<file path="config.mk">
export PLATFORM = sky130hd
export DESIGN_NAME = text_console_writer_unit
export DESIGN_NICKNAME = d
export VERILOG_FILES = /design/src/hdl/tcw_pkg.sv /design/src/hdl/text_console_writer_unit.sv /design/src/hdl/tcw_front.sv /design/src/hdl/tcw_queue.sv /design/src/hdl/tcw_back.sv
export VERILOG_INCLUDE_DIRS = /design/src /design/src/hdl
export SDC_FILE = /design/constraint.sdc
export NUM_CORES = 1
export LEC_CHECK = 0
export BUFFER_PORTS_ARGS = -buffer_cell sky130_fd_sc_hd__buf_2
export CORE_UTILIZATION = 44
export CTS_BUF_LIST = sky130_fd_sc_hd__clkbuf_4
export CTS_CLUSTER_SIZE = 30
export DETAILED_ROUTE_END_ITERATION = 10
export GPL_TIMING_DRIVEN = 0
export PLACE_DENSITY_LB_ADDON = 0.05
export SLEW_MARGIN = 20
export SYNTH_ARGS = -nofsm -noshare
export SYNTH_HDL_FRONTEND = slang
export SYNTH_HIERARCHICAL = 1
export SYNTH_SLANG_ARGS = --single-unit
</file>
<file path="constraint.sdc">
create_clock -name clock -period 7.48 [get_ports clock]
set_input_delay 0.748 -clock clock [delete_from_list [all_inputs] [get_ports clock]]
set_output_delay 0.748 -clock clock [all_outputs]
set_load 0.01 [all_outputs]
</file>
<file path="src/hdl/assert_macros.svh">
// Assertion helpers shared by the console writer modules.
// Both are clocked on clock and held off while reset is high.
`ifndef ASSERT_MACROS_SVH
`define ASSERT_MACROS_SVH

// Check a condition at every rising clock edge.
`define TCW_ASSERT(lbl, cond, msg) \
   lbl: assert property (@(posedge clock) disable iff (reset) (cond)) else $error(msg);

// Check that a trigger is followed in the next cycle by a consequence.
`define TCW_ASSERT_NEXT(lbl, trig, cons, msg) \
   lbl: assert property (@(posedge clock) disable iff (reset) (trig) |=> (cons)) else $error(msg);

`endif

</file>
<file path="src/hdl/tcw_pkg.sv">
package tcw_pkg;

   // Grid geometry
   localparam int COLUMNS  = 80;
   localparam int ROWS     = 25;
   localparam int TAB_STOP = 8;

   // Field and state widths
   localparam int COL_W    = $clog2(COLUMNS + 1);
   localparam int END_W    = COL_W + 1;
   localparam int ROW_W    = (ROWS > 1) ? $clog2(ROWS) : 1;
   localparam int POS_W    = 11;
   localparam int LEN_W    = 7;
   localparam int GLYPH_W  = 8;
   localparam int ATTR_W   = 8;
   localparam int VALUE_W  = 32;
   localparam int NIBBLES  = VALUE_W / 4;
   localparam int LZ_W     = $clog2(NIBBLES + 1);
   localparam int DIGIT_W  = $clog2(NIBBLES);
   localparam int STEP_W   = $clog2(NIBBLES + 2);

   // Queue between front and back end
   localparam int QUEUE_DEPTH = 4;
   localparam int QPTR_W      = $clog2(QUEUE_DEPTH);

   // Command codes
   localparam logic CMD_CHAR = 1'b0;
   localparam logic CMD_HEX  = 1'b1;

   // Character codes
   localparam logic [GLYPH_W-1:0] CH_NEWLINE = 8'd10;
   localparam logic [GLYPH_W-1:0] CH_TAB     = 8'd9;
   localparam logic [GLYPH_W-1:0] CH_ZERO    = 8'h30;
   localparam logic [GLYPH_W-1:0] CH_X       = 8'h78;
   localparam logic [GLYPH_W-1:0] CH_A_LESS_TEN = 8'h57;
   localparam logic [GLYPH_W-1:0] BLANK_RESET = 8'd32;

   // Steps of a hex item: leading zero, then x, then digits
   localparam logic [STEP_W-1:0] STEP_ZERO  = STEP_W'(0);
   localparam logic [STEP_W-1:0] STEP_X     = STEP_W'(1);
   localparam logic [STEP_W-1:0] STEP_DIGIT = STEP_W'(2);

   // One classified item as it waits in the queue
   typedef struct packed {
      logic                is_hex;
      logic [GLYPH_W-1:0]  glyph;
      logic [ATTR_W-1:0]   attr;
      logic [VALUE_W-1:0]  digits;     // first printed nibble at the top
      logic [STEP_W-1:0]   last_step;  // step that carries the final span
   } item_type;

   // Lower-case hex digit glyph
   function automatic logic [GLYPH_W-1:0] hex_glyph(input logic [3:0] nib);
      if (nib < 4'd10) begin
         return CH_ZERO + GLYPH_W'(nib);
      end else begin
         return CH_A_LESS_TEN + GLYPH_W'(nib);
      end
   endfunction

endpackage

</file>
<file path="src/hdl/text_console_writer_unit.sv">
// Text console writer: keeps a column/row cursor over a COLUMNS x ROWS grid
// and turns each request beat into span writes (first cell, glyph, attribute,
// length) plus the cursor position after the span. A character beat gives one
// span; newline and tab give a blank-fill span using the blank glyph register.
// A hex beat gives 3 to 10 spans ("0", "x", then the digits without leading
// zeros, at least one). Character beats are taken one per cycle while the queue
// has room; a hex beat occupies the span sequencer until all its characters
// are printed, and a four-entry queue between the request decoder and the
// sequencer keeps accepting until it fills. Results sit in an output register,
// so a new span is produced in the same cycle the previous one is taken. There
// is no clearing pass after reset.
module text_console_writer_unit (
   input  logic                          clock,
   input  logic                          reset,
   input  logic                          req_valid,
   output logic                          req_ready,
   input  logic                          req_cmd,
   input  logic [tcw_pkg::GLYPH_W-1:0]   req_glyph_in,
   input  logic [tcw_pkg::ATTR_W-1:0]    req_attr_in,
   input  logic [tcw_pkg::VALUE_W-1:0]   req_hex_value,
   output logic                          rsp_valid,
   input  logic                          rsp_ready,
   output logic [tcw_pkg::POS_W-1:0]     rsp_cell_index,
   output logic [tcw_pkg::GLYPH_W-1:0]   rsp_glyph_out,
   output logic [tcw_pkg::ATTR_W-1:0]    rsp_attr_out,
   output logic [tcw_pkg::LEN_W-1:0]     rsp_span_length,
   output logic [tcw_pkg::POS_W-1:0]     rsp_cursor_pos,
   output logic                          rsp_last,
   input  logic                          csr_write_en,
   input  logic [tcw_pkg::GLYPH_W-1:0]   csr_write_data
);

   logic [tcw_pkg::GLYPH_W-1:0] blank_glyph_ff, blank_glyph_in;
   tcw_pkg::item_type           front_item;
   tcw_pkg::item_type           head;
   logic                        not_full;
   logic                        head_valid;
   logic                        pop;
   logic                        push;

   // Blank glyph register
   assign blank_glyph_in = csr_write_en ? csr_write_data : blank_glyph_ff;

   always_ff @(posedge clock) begin
      if (reset) begin
         blank_glyph_ff <= tcw_pkg::BLANK_RESET;
      end else begin
         blank_glyph_ff <= blank_glyph_in;
      end
   end

   assign req_ready = not_full;
   assign push      = req_valid && not_full;

   tcw_front u_front (
      .req_cmd       (req_cmd),
      .req_glyph_in  (req_glyph_in),
      .req_attr_in   (req_attr_in),
      .req_hex_value (req_hex_value),
      .item          (front_item)
   );

   tcw_queue u_queue (
      .clock      (clock),
      .reset      (reset),
      .push       (push),
      .push_item  (front_item),
      .pop        (pop),
      .not_full   (not_full),
      .head_valid (head_valid),
      .head       (head)
   );

   tcw_back u_back (
      .clock           (clock),
      .reset           (reset),
      .blank_glyph     (blank_glyph_ff),
      .head_valid      (head_valid),
      .head            (head),
      .pop             (pop),
      .rsp_valid       (rsp_valid),
      .rsp_ready       (rsp_ready),
      .rsp_cell_index  (rsp_cell_index),
      .rsp_glyph_out   (rsp_glyph_out),
      .rsp_attr_out    (rsp_attr_out),
      .rsp_span_length (rsp_span_length),
      .rsp_cursor_pos  (rsp_cursor_pos),
      .rsp_last        (rsp_last)
   );

endmodule

</file>
<file path="src/hdl/tcw_front.sv">
module tcw_front (
   input  logic                          req_cmd,
   input  logic [tcw_pkg::GLYPH_W-1:0]   req_glyph_in,
   input  logic [tcw_pkg::ATTR_W-1:0]    req_attr_in,
   input  logic [tcw_pkg::VALUE_W-1:0]   req_hex_value,
   output tcw_pkg::item_type             item
);

   logic [tcw_pkg::LZ_W-1:0]  lz;
   logic                      found;
   logic [tcw_pkg::LZ_W-1:0]  ndig;

   // Count leading zero nibbles of the hex value
   always_comb begin
      lz    = tcw_pkg::LZ_W'(tcw_pkg::NIBBLES);
      found = 1'b0;
      for (int i = tcw_pkg::NIBBLES - 1; i >= 0; i--) begin
         if (!found && (req_hex_value[i*4 +: 4] != 4'd0)) begin
            lz    = tcw_pkg::LZ_W'(tcw_pkg::NIBBLES - 1 - i);
            found = 1'b1;
         end
      end
   end

   // Digit count: a zero value still prints one digit
   assign ndig = found ? tcw_pkg::LZ_W'(tcw_pkg::NIBBLES) - lz : tcw_pkg::LZ_W'(1);

   // Classify the beat into a queue entry
   always_comb begin
      item.is_hex = (req_cmd == tcw_pkg::CMD_HEX);
      item.glyph  = req_glyph_in;
      item.attr   = req_attr_in;
      item.digits = req_hex_value << {lz, 2'b00};
      if (req_cmd == tcw_pkg::CMD_HEX) begin
         item.last_step = tcw_pkg::STEP_W'(ndig) + tcw_pkg::STEP_X;
      end else begin
         item.last_step = tcw_pkg::STEP_ZERO;
      end
   end

endmodule

</file>
<file path="src/hdl/tcw_queue.sv">
`include "assert_macros.svh"

module tcw_queue (
   input  logic               clock,
   input  logic               reset,
   input  logic               push,
   input  tcw_pkg::item_type  push_item,
   input  logic               pop,
   output logic               not_full,
   output logic               head_valid,
   output tcw_pkg::item_type  head
);

   tcw_pkg::item_type                entries [tcw_pkg::QUEUE_DEPTH];
   logic [tcw_pkg::QPTR_W-1:0]       wr_ptr_ff, wr_ptr_in;
   logic [tcw_pkg::QPTR_W-1:0]       rd_ptr_ff, rd_ptr_in;
   logic [tcw_pkg::QPTR_W:0]         count_ff, count_in;

   assign not_full   = (count_ff != (tcw_pkg::QPTR_W+1)'(tcw_pkg::QUEUE_DEPTH));
   assign head_valid = (count_ff != '0);
   assign head       = entries[rd_ptr_ff];

   // Advance pointers and occupancy
   always_comb begin
      wr_ptr_in = push ? wr_ptr_ff + 1'b1 : wr_ptr_ff;
      rd_ptr_in = pop  ? rd_ptr_ff + 1'b1 : rd_ptr_ff;
      count_in  = count_ff;
      if (push && !pop) begin
         count_in = count_ff + 1'b1;
      end else if (!push && pop) begin
         count_in = count_ff - 1'b1;
      end
   end

   always_ff @(posedge clock) begin
      if (reset) begin
         wr_ptr_ff <= '0;
         rd_ptr_ff <= '0;
         count_ff  <= '0;
      end else begin
         wr_ptr_ff <= wr_ptr_in;
         rd_ptr_ff <= rd_ptr_in;
         count_ff  <= count_in;
      end
   end

   // Store entries
   always_ff @(posedge clock) begin
      if (push) begin
         entries[wr_ptr_ff] <= push_item;
      end
   end

   `TCW_ASSERT(a_q_bound, count_ff <= (tcw_pkg::QPTR_W+1)'(tcw_pkg::QUEUE_DEPTH), "queue overflow")
   `TCW_ASSERT_NEXT(a_q_fill, push && !pop && count_ff == (tcw_pkg::QPTR_W+1)'(tcw_pkg::QUEUE_DEPTH - 1), !not_full, "queue missed full")

endmodule

</file>
<file path="src/hdl/tcw_back.sv">
`include "assert_macros.svh"

module tcw_back (
   input  logic                          clock,
   input  logic                          reset,
   input  logic [tcw_pkg::GLYPH_W-1:0]   blank_glyph,
   input  logic                          head_valid,
   input  tcw_pkg::item_type             head,
   output logic                          pop,
   output logic                          rsp_valid,
   input  logic                          rsp_ready,
   output logic [tcw_pkg::POS_W-1:0]     rsp_cell_index,
   output logic [tcw_pkg::GLYPH_W-1:0]   rsp_glyph_out,
   output logic [tcw_pkg::ATTR_W-1:0]    rsp_attr_out,
   output logic [tcw_pkg::LEN_W-1:0]     rsp_span_length,
   output logic [tcw_pkg::POS_W-1:0]     rsp_cursor_pos,
   output logic                          rsp_last
);

   localparam logic [tcw_pkg::END_W-1:0] COLS_E = tcw_pkg::END_W'(tcw_pkg::COLUMNS);
   localparam logic [tcw_pkg::END_W-1:0] TAB_E  = tcw_pkg::END_W'(tcw_pkg::TAB_STOP);
   localparam logic [tcw_pkg::ROW_W-1:0] LAST_ROW = tcw_pkg::ROW_W'(tcw_pkg::ROWS - 1);

   // Cursor state
   logic [tcw_pkg::COL_W-1:0]    col_ff, col_in;
   logic [tcw_pkg::ROW_W-1:0]    row_ff, row_in;
   logic [tcw_pkg::POS_W-1:0]    lin_ff, lin_in;
   logic [tcw_pkg::STEP_W-1:0]   step_ff, step_in;

   // Output register
   logic                         rsp_valid_ff, rsp_valid_in;
   logic [tcw_pkg::POS_W-1:0]    cell_ff;
   logic [tcw_pkg::GLYPH_W-1:0]  glyph_ff;
   logic [tcw_pkg::ATTR_W-1:0]   attr_ff;
   logic [tcw_pkg::LEN_W-1:0]    len_ff;
   logic [tcw_pkg::POS_W-1:0]    cursor_ff;
   logic                         last_ff;

   logic                         advance;
   logic                         is_last;
   logic [tcw_pkg::DIGIT_W-1:0]  digit_pos;
   logic [tcw_pkg::VALUE_W-1:0]  digit_word;
   logic [tcw_pkg::GLYPH_W-1:0]  ch;
   logic [tcw_pkg::GLYPH_W-1:0]  glyph;
   logic [tcw_pkg::END_W-1:0]    start;
   logic [tcw_pkg::END_W-1:0]    tab_end;
   logic [tcw_pkg::END_W-1:0]    span_end;
   logic [tcw_pkg::END_W-1:0]    span_len;
   logic                         wrap;

   assign advance = head_valid && (!rsp_valid_ff || rsp_ready);
   assign is_last = (step_ff == head.last_step);
   assign pop     = advance && is_last;

   // Pick the character of this step
   assign digit_pos  = tcw_pkg::DIGIT_W'(step_ff - tcw_pkg::STEP_DIGIT);
   assign digit_word = head.digits << {digit_pos, 2'b00};

   always_comb begin
      if (!head.is_hex) begin
         ch = head.glyph;
      end else if (step_ff == tcw_pkg::STEP_ZERO) begin
         ch = tcw_pkg::CH_ZERO;
      end else if (step_ff == tcw_pkg::STEP_X) begin
         ch = tcw_pkg::CH_X;
      end else begin
         ch = tcw_pkg::hex_glyph(digit_word[tcw_pkg::VALUE_W-1 -: 4]);
      end
   end

   // Span extent: one cell, to the next tab stop, or to the line end
   assign start   = tcw_pkg::END_W'(col_ff);
   assign tab_end = start + TAB_E - (start % TAB_E);

   always_comb begin
      case (ch)
         tcw_pkg::CH_NEWLINE: begin
            span_end = COLS_E;
            glyph    = blank_glyph;
         end
         tcw_pkg::CH_TAB: begin
            span_end = (tab_end > COLS_E) ? COLS_E : tab_end;
            glyph    = blank_glyph;
         end
         default: begin
            span_end = start + 1'b1;
            glyph    = ch;
         end
      endcase
   end

   assign span_len = span_end - start;
   assign wrap     = (span_end >= COLS_E);

   // Next cursor; the linear position adds the span length, or returns to zero when the last row wraps
   always_comb begin
      col_in  = col_ff;
      row_in  = row_ff;
      lin_in  = lin_ff;
      step_in = step_ff;
      if (advance) begin
         step_in = is_last ? tcw_pkg::STEP_ZERO : step_ff + 1'b1;
         if (wrap) begin
            col_in = '0;
            if (row_ff == LAST_ROW) begin
               row_in = '0;
               lin_in = '0;
            end else begin
               row_in = row_ff + 1'b1;
               lin_in = lin_ff + tcw_pkg::POS_W'(span_len);
            end
         end else begin
            col_in = tcw_pkg::COL_W'(span_end);
            lin_in = lin_ff + tcw_pkg::POS_W'(span_len);
         end
      end
   end

   // Hold the result until taken, refill on advance
   always_comb begin
      if (advance) begin
         rsp_valid_in = 1'b1;
      end else if (rsp_ready) begin
         rsp_valid_in = 1'b0;
      end else begin
         rsp_valid_in = rsp_valid_ff;
      end
   end

   always_ff @(posedge clock) begin
      if (reset) begin
         col_ff       <= '0;
         row_ff       <= '0;
         lin_ff       <= '0;
         step_ff      <= tcw_pkg::STEP_ZERO;
         rsp_valid_ff <= 1'b0;
      end else begin
         col_ff       <= col_in;
         row_ff       <= row_in;
         lin_ff       <= lin_in;
         step_ff      <= step_in;
         rsp_valid_ff <= rsp_valid_in;
      end
   end

   // Capture span payload
   always_ff @(posedge clock) begin
      if (advance) begin
         cell_ff   <= lin_ff;
         glyph_ff  <= glyph;
         attr_ff   <= head.attr;
         len_ff    <= tcw_pkg::LEN_W'(span_len);
         cursor_ff <= lin_in;
         last_ff   <= is_last;
      end
   end

   assign rsp_valid       = rsp_valid_ff;
   assign rsp_cell_index  = cell_ff;
   assign rsp_glyph_out   = glyph_ff;
   assign rsp_attr_out    = attr_ff;
   assign rsp_span_length = len_ff;
   assign rsp_cursor_pos  = cursor_ff;
   assign rsp_last        = last_ff;

   `TCW_ASSERT(a_col_range, col_ff < tcw_pkg::COL_W'(tcw_pkg::COLUMNS), "column out of range")
   `TCW_ASSERT(a_row_range, row_ff <= LAST_ROW, "row out of range")
   `TCW_ASSERT(a_lin_track, lin_ff == tcw_pkg::POS_W'(32'(row_ff) * tcw_pkg::COLUMNS + 32'(col_ff)), "linear position out of step")
   `TCW_ASSERT(a_step_bound, !head_valid || step_ff <= head.last_step, "step past final span")

endmodule

</file>
==> impl_metrics.json <==
{
  "post_drt_wl_per_cell_um": 19.6,
  "status": "complete, no violations",
  "slew_headroom": 0.369,
  "rows": 65,
  "clock.fmax_ghz": 0.147,
  "crit_type": "register to register",
  "fin_util": 0.517,
  "ir_drop_uv": 135,
  "finalHoldViolations": 0,
  "io_buffers": 91,
  "yosys_warnings": 6,
  "fin_crit_sh": 0.912,
  "drv_slew": 0,
  "cp_data_required_time_ps": 7920,
  "ant_nets": 0,
  "cts_resized": 0,
  "postRouteWirelength_mm": 30.9,
  "worst_path_most_repeated_cell": "o21ai_0",
  "ys.flop_type": "edfxtp_1",
  "cts_made_buffers": 85,
  "synthTopCellsByArea": "edfxtp_1 55%, mux4_2 8.9%, dfxtp_1 6.4%, ha_1 3.3%, mux2i_1 2.6%",
  "num_vias": 8480,
  "grt_pass1_wl_mm": 49.3,
  "ys_types": 82,
  "critical-path-top-delay-family": "compound AO/OA/AOI/OAI gates",
  "clock_sinks": 303,
  "drc": 0,
  "ys_ff_latch": 303,
  "grt_max_degree": 52,
  "finClkSkew_ps": 45.0,
  "via_per_inst": 5.38,
  "start_util": 0.447,
  "p_per_area_mw_per_mm2": 344,
  "r2r_cells": 26,
  "grt_pass1_vias": 8898,
  "critPathBufInv": 4,
  "antenna_found_initial": 1,
  "cts_setup_buffers": 0,
  "htree_levels": 3,
  "syn-num-nets": 1030,
  "cp.arrival_ps": 7260,
  "dieArea_mm2": 0.0328,
  "async_flop_share": 0,
  "drv_cap": 0,
  "tritoncts": "yes",
  "grtUsageTotal": 0.196,
  "cp-end-kind": "register",
  "path_clk_slew_ps": 60,
  "ctsHoldBuffers": 0,
  "crit_cells": 26,
  "synth.avg_cell_area_um2": 15.2,
  "synth_edf_count": 258,
  "crit_slowest_cell": "a221o_1",
  "hold-path-cell-count": 1,
  "synth_area_mm2": 0.0141,
  "slowest_delay_ps": 510,
  "start_kind": "register",
  "design.portCount": 110,
  "setup_tns_ps": 0,
  "leakage_uw": 0.00582,
  "dieWidth_um": 181,
  "rsz0062_at_grt": "no",
  "first_iter_violations": 593,
  "hp-class": "input port to register",
  "nets": 1213,
  "die_h_um": 181,
  "worstPathMaxFanout": 10,
  "clk_latency_ps": 700,
  "coreArea_mm2": 0.0316,
  "cts-root-buf": "clkbuf_4",
  "dp_hpwl_mm": 21.1,
  "synth_top_cell_by_area": "edfxtp_1",
  "clockBufferDepth": 3,
  "synth_top_area_frac": 0.549,
  "syn_inst": 928,
  "first_pass_iters": 5,
  "worst_pin_slew_ps": 938,
  "grt_overflow": 0,
  "gp_congestion": 0.876,
  "area_growth_syn_to_layout_pct": 15.5,
  "min_period_ps": 6820,
  "drive_above_1_share": 0.309,
  "seq_area_frac_synth": 0.613,
  "setup_viol": 0
}
-- per-layer routing --
metal | up-vias | wire length [um] | share of wire | global-route usage
li1 | 4066 | - | - | -
met1 | 4148 | 13900 | 0.45 | 0.258
met2 | 217 | 14900 | 0.48 | 0.321
met3 | 49 | 1560 | 0.050 | 0.0397
met4 | 0 | 632 | 0.020 | 0.0715
met5 | - | 0 | 0 | 0
-- area by class of cell --
class | count | area (um2)
multi-input combinational | 524 | 4880
inverter | 41 | 154
buffer | 60 | 443
clock buffer | 122 | 916
tap | 402 | 503
antenna | 1 | 2.50
sequential | 303 | 8650
clock inverter | 28 | 174
fill | 2726 | 15300
timing repair buffer | 96 | 578
-- synth_stat cells (3+ instances only) --
cell and n:
inv_1 38, nand3b_1 7, a22oi_1 4, a211o_1 3
clkbuf_1 20, nand3_1 13, and2_1 15, o21ai_0 16
nand2_1 38, mux4_1 3, o21a_1 5, nand4_1 9
buf_6 5, buf_12 5, a22o_1 4, fa_1 3
o41ai_1 7, mux2_2 3, a221oi_1 18, mux4_2 56
mux2i_1 37, nor4_1 7, nor2b_1 7, buf_2 8
a21boi_0 4, a21oi_1 39, xnor2_1 20, nor3_1 5
a2bb2oi_1 4, or3_1 5, dfxtp_1 45, xor2_1 14
buf_4 19, or2_2 3, nor2_1 51, o31ai_2 7
mux2_1 3, nand4b_1 3, edfxtp_1 258, or4_1 6
nand2b_1 9, o21bai_1 4, ha_1 37, a211oi_1 12
-- power by group --
| part | internal [uW] | leakage [uW] | switching (uW) |
|---|---|---|---|
| Combinational | 726 | 0.00241 | 1050 |
| Clock | 819 | 0.000651 | 674 |
| Sequential | 2250 | 0.00276 | 92.5 |
-- cells in the final DEF, fill, tap and decap left out, types with 16 or more instances in the layout --
cell and n:
a21oi_1 39, a221oi_1 18, buf_2 99, buf_4 19
clkbuf_1 18, clkbuf_4 123, clkinv_1 18, dfxtp_1 45
edfxtp_1 258, ha_1 37, inv_1 38, mux2i_1 37
mux4_2 56, nand2_1 38, nor2_1 51, o21ai_0 16
xnor2_1 20
-- state kept, by name, indices dropped and copies added, names as in the netlist, named ones only --
| signal | flops |
|---|---|
| u_back/col_ff | 7 |
| u_queue/wr_ptr_ff | 2 |
| u_queue/count_ff | 3 |
| u_back/rsp_attr_out | 8 |
| u_back/rsp_last | 1 |
| u_back/rsp_valid | 1 |
| u_back/row_ff | 5 |
| u_back/lin_ff | 11 |
| u_back/rsp_cursor_pos | 11 |
| blank_glyph_ff | 8 |
| u_queue/rd_ptr_ff | 2 |
| u_back/rsp_span_length | 7 |
| u_back/rsp_glyph_out | 8 |
| u_back/rsp_cell_index | 11 |
| u_back/step_ff | 4 |
| u_queue/entries | 212 |
-- worst reg2reg max path, stage by stage (launching register included) --
cell      delay (ps)
dfxtp_1          300
clkbuf_1         380
buf_2            390
mux4_2           380
mux4_2           500
mux2i_1          320
ha_1             240
nand3_1           90
mux2i_1          160
a221o_1          510
a21oi_4          290
clkbuf_2         300
nor2_1           110
ha_1             320
inv_1             50
o21ai_0          340
xor2_1           180
ha_1             330
o21ai_0          120
a21oi_1          190
o21ai_0          130
a21oi_1          190
o21ai_0          100
a21oi_1          270
nand3_1          150
xor2_1           180
nor2_1            60
-- final timing paths --
kind | startpoint | endpoint | slack [ps]
worst min-delay path | req_attr_in[1] | u_queue/entries[2][37]$_DFFE_PP_ | 260
worst max-delay path | register | u_back/rsp_cursor_pos[10]$_DFFE_PP_ | 660
worst max register to register | register | u_back/rsp_cursor_pos[10]$_DFFE_PP_ | 660
worst min register to register | u_back/lin_ff[10]$_SDFF_PP0_ | u_back/rsp_cell_index[10]$_DFFE_PP_ | 470
-- cells by family (layout without fill, tap and decap cells) --
| family | count (synthesis) | count (layout) | share of synthesized area |
|---|---|---|---|
| buf+inv | 101 | 347 | 0.0419 |
| flops | 303 | 303 | 0.613 |
| xor+xnor | 34 | 34 | 0.0211 |
| other cells | 0 | 1 | 0 |
| compound gates | 160 | 160 | 0.0897 |
| mux | 103 | 103 | 0.128 |
| simple gates | 187 | 187 | 0.0698 |
| fa+ha+maj | 40 | 40 | 0.0371 |
-- stage by stage --
stage | total power, uW | instances | hold WS, ps | cell area [um2] | setup WS, ps
finish | 5600 | 1577 | 261 | 16300 | 656
global route | 5990 | 1577 | 198 | 16300 | 42.0
CTS | 5700 | 1576 | 176 | 16300 | 363
detailed placement | 4180 | 1426 | 457 | 15200 | 365
global placement | 4130 | 1421 | 453 | 15100 | 401
floorplan | 3610 | 928 | 428 | 14100 | 1750
No activity file was read; power rests on OpenSTA's default activity.
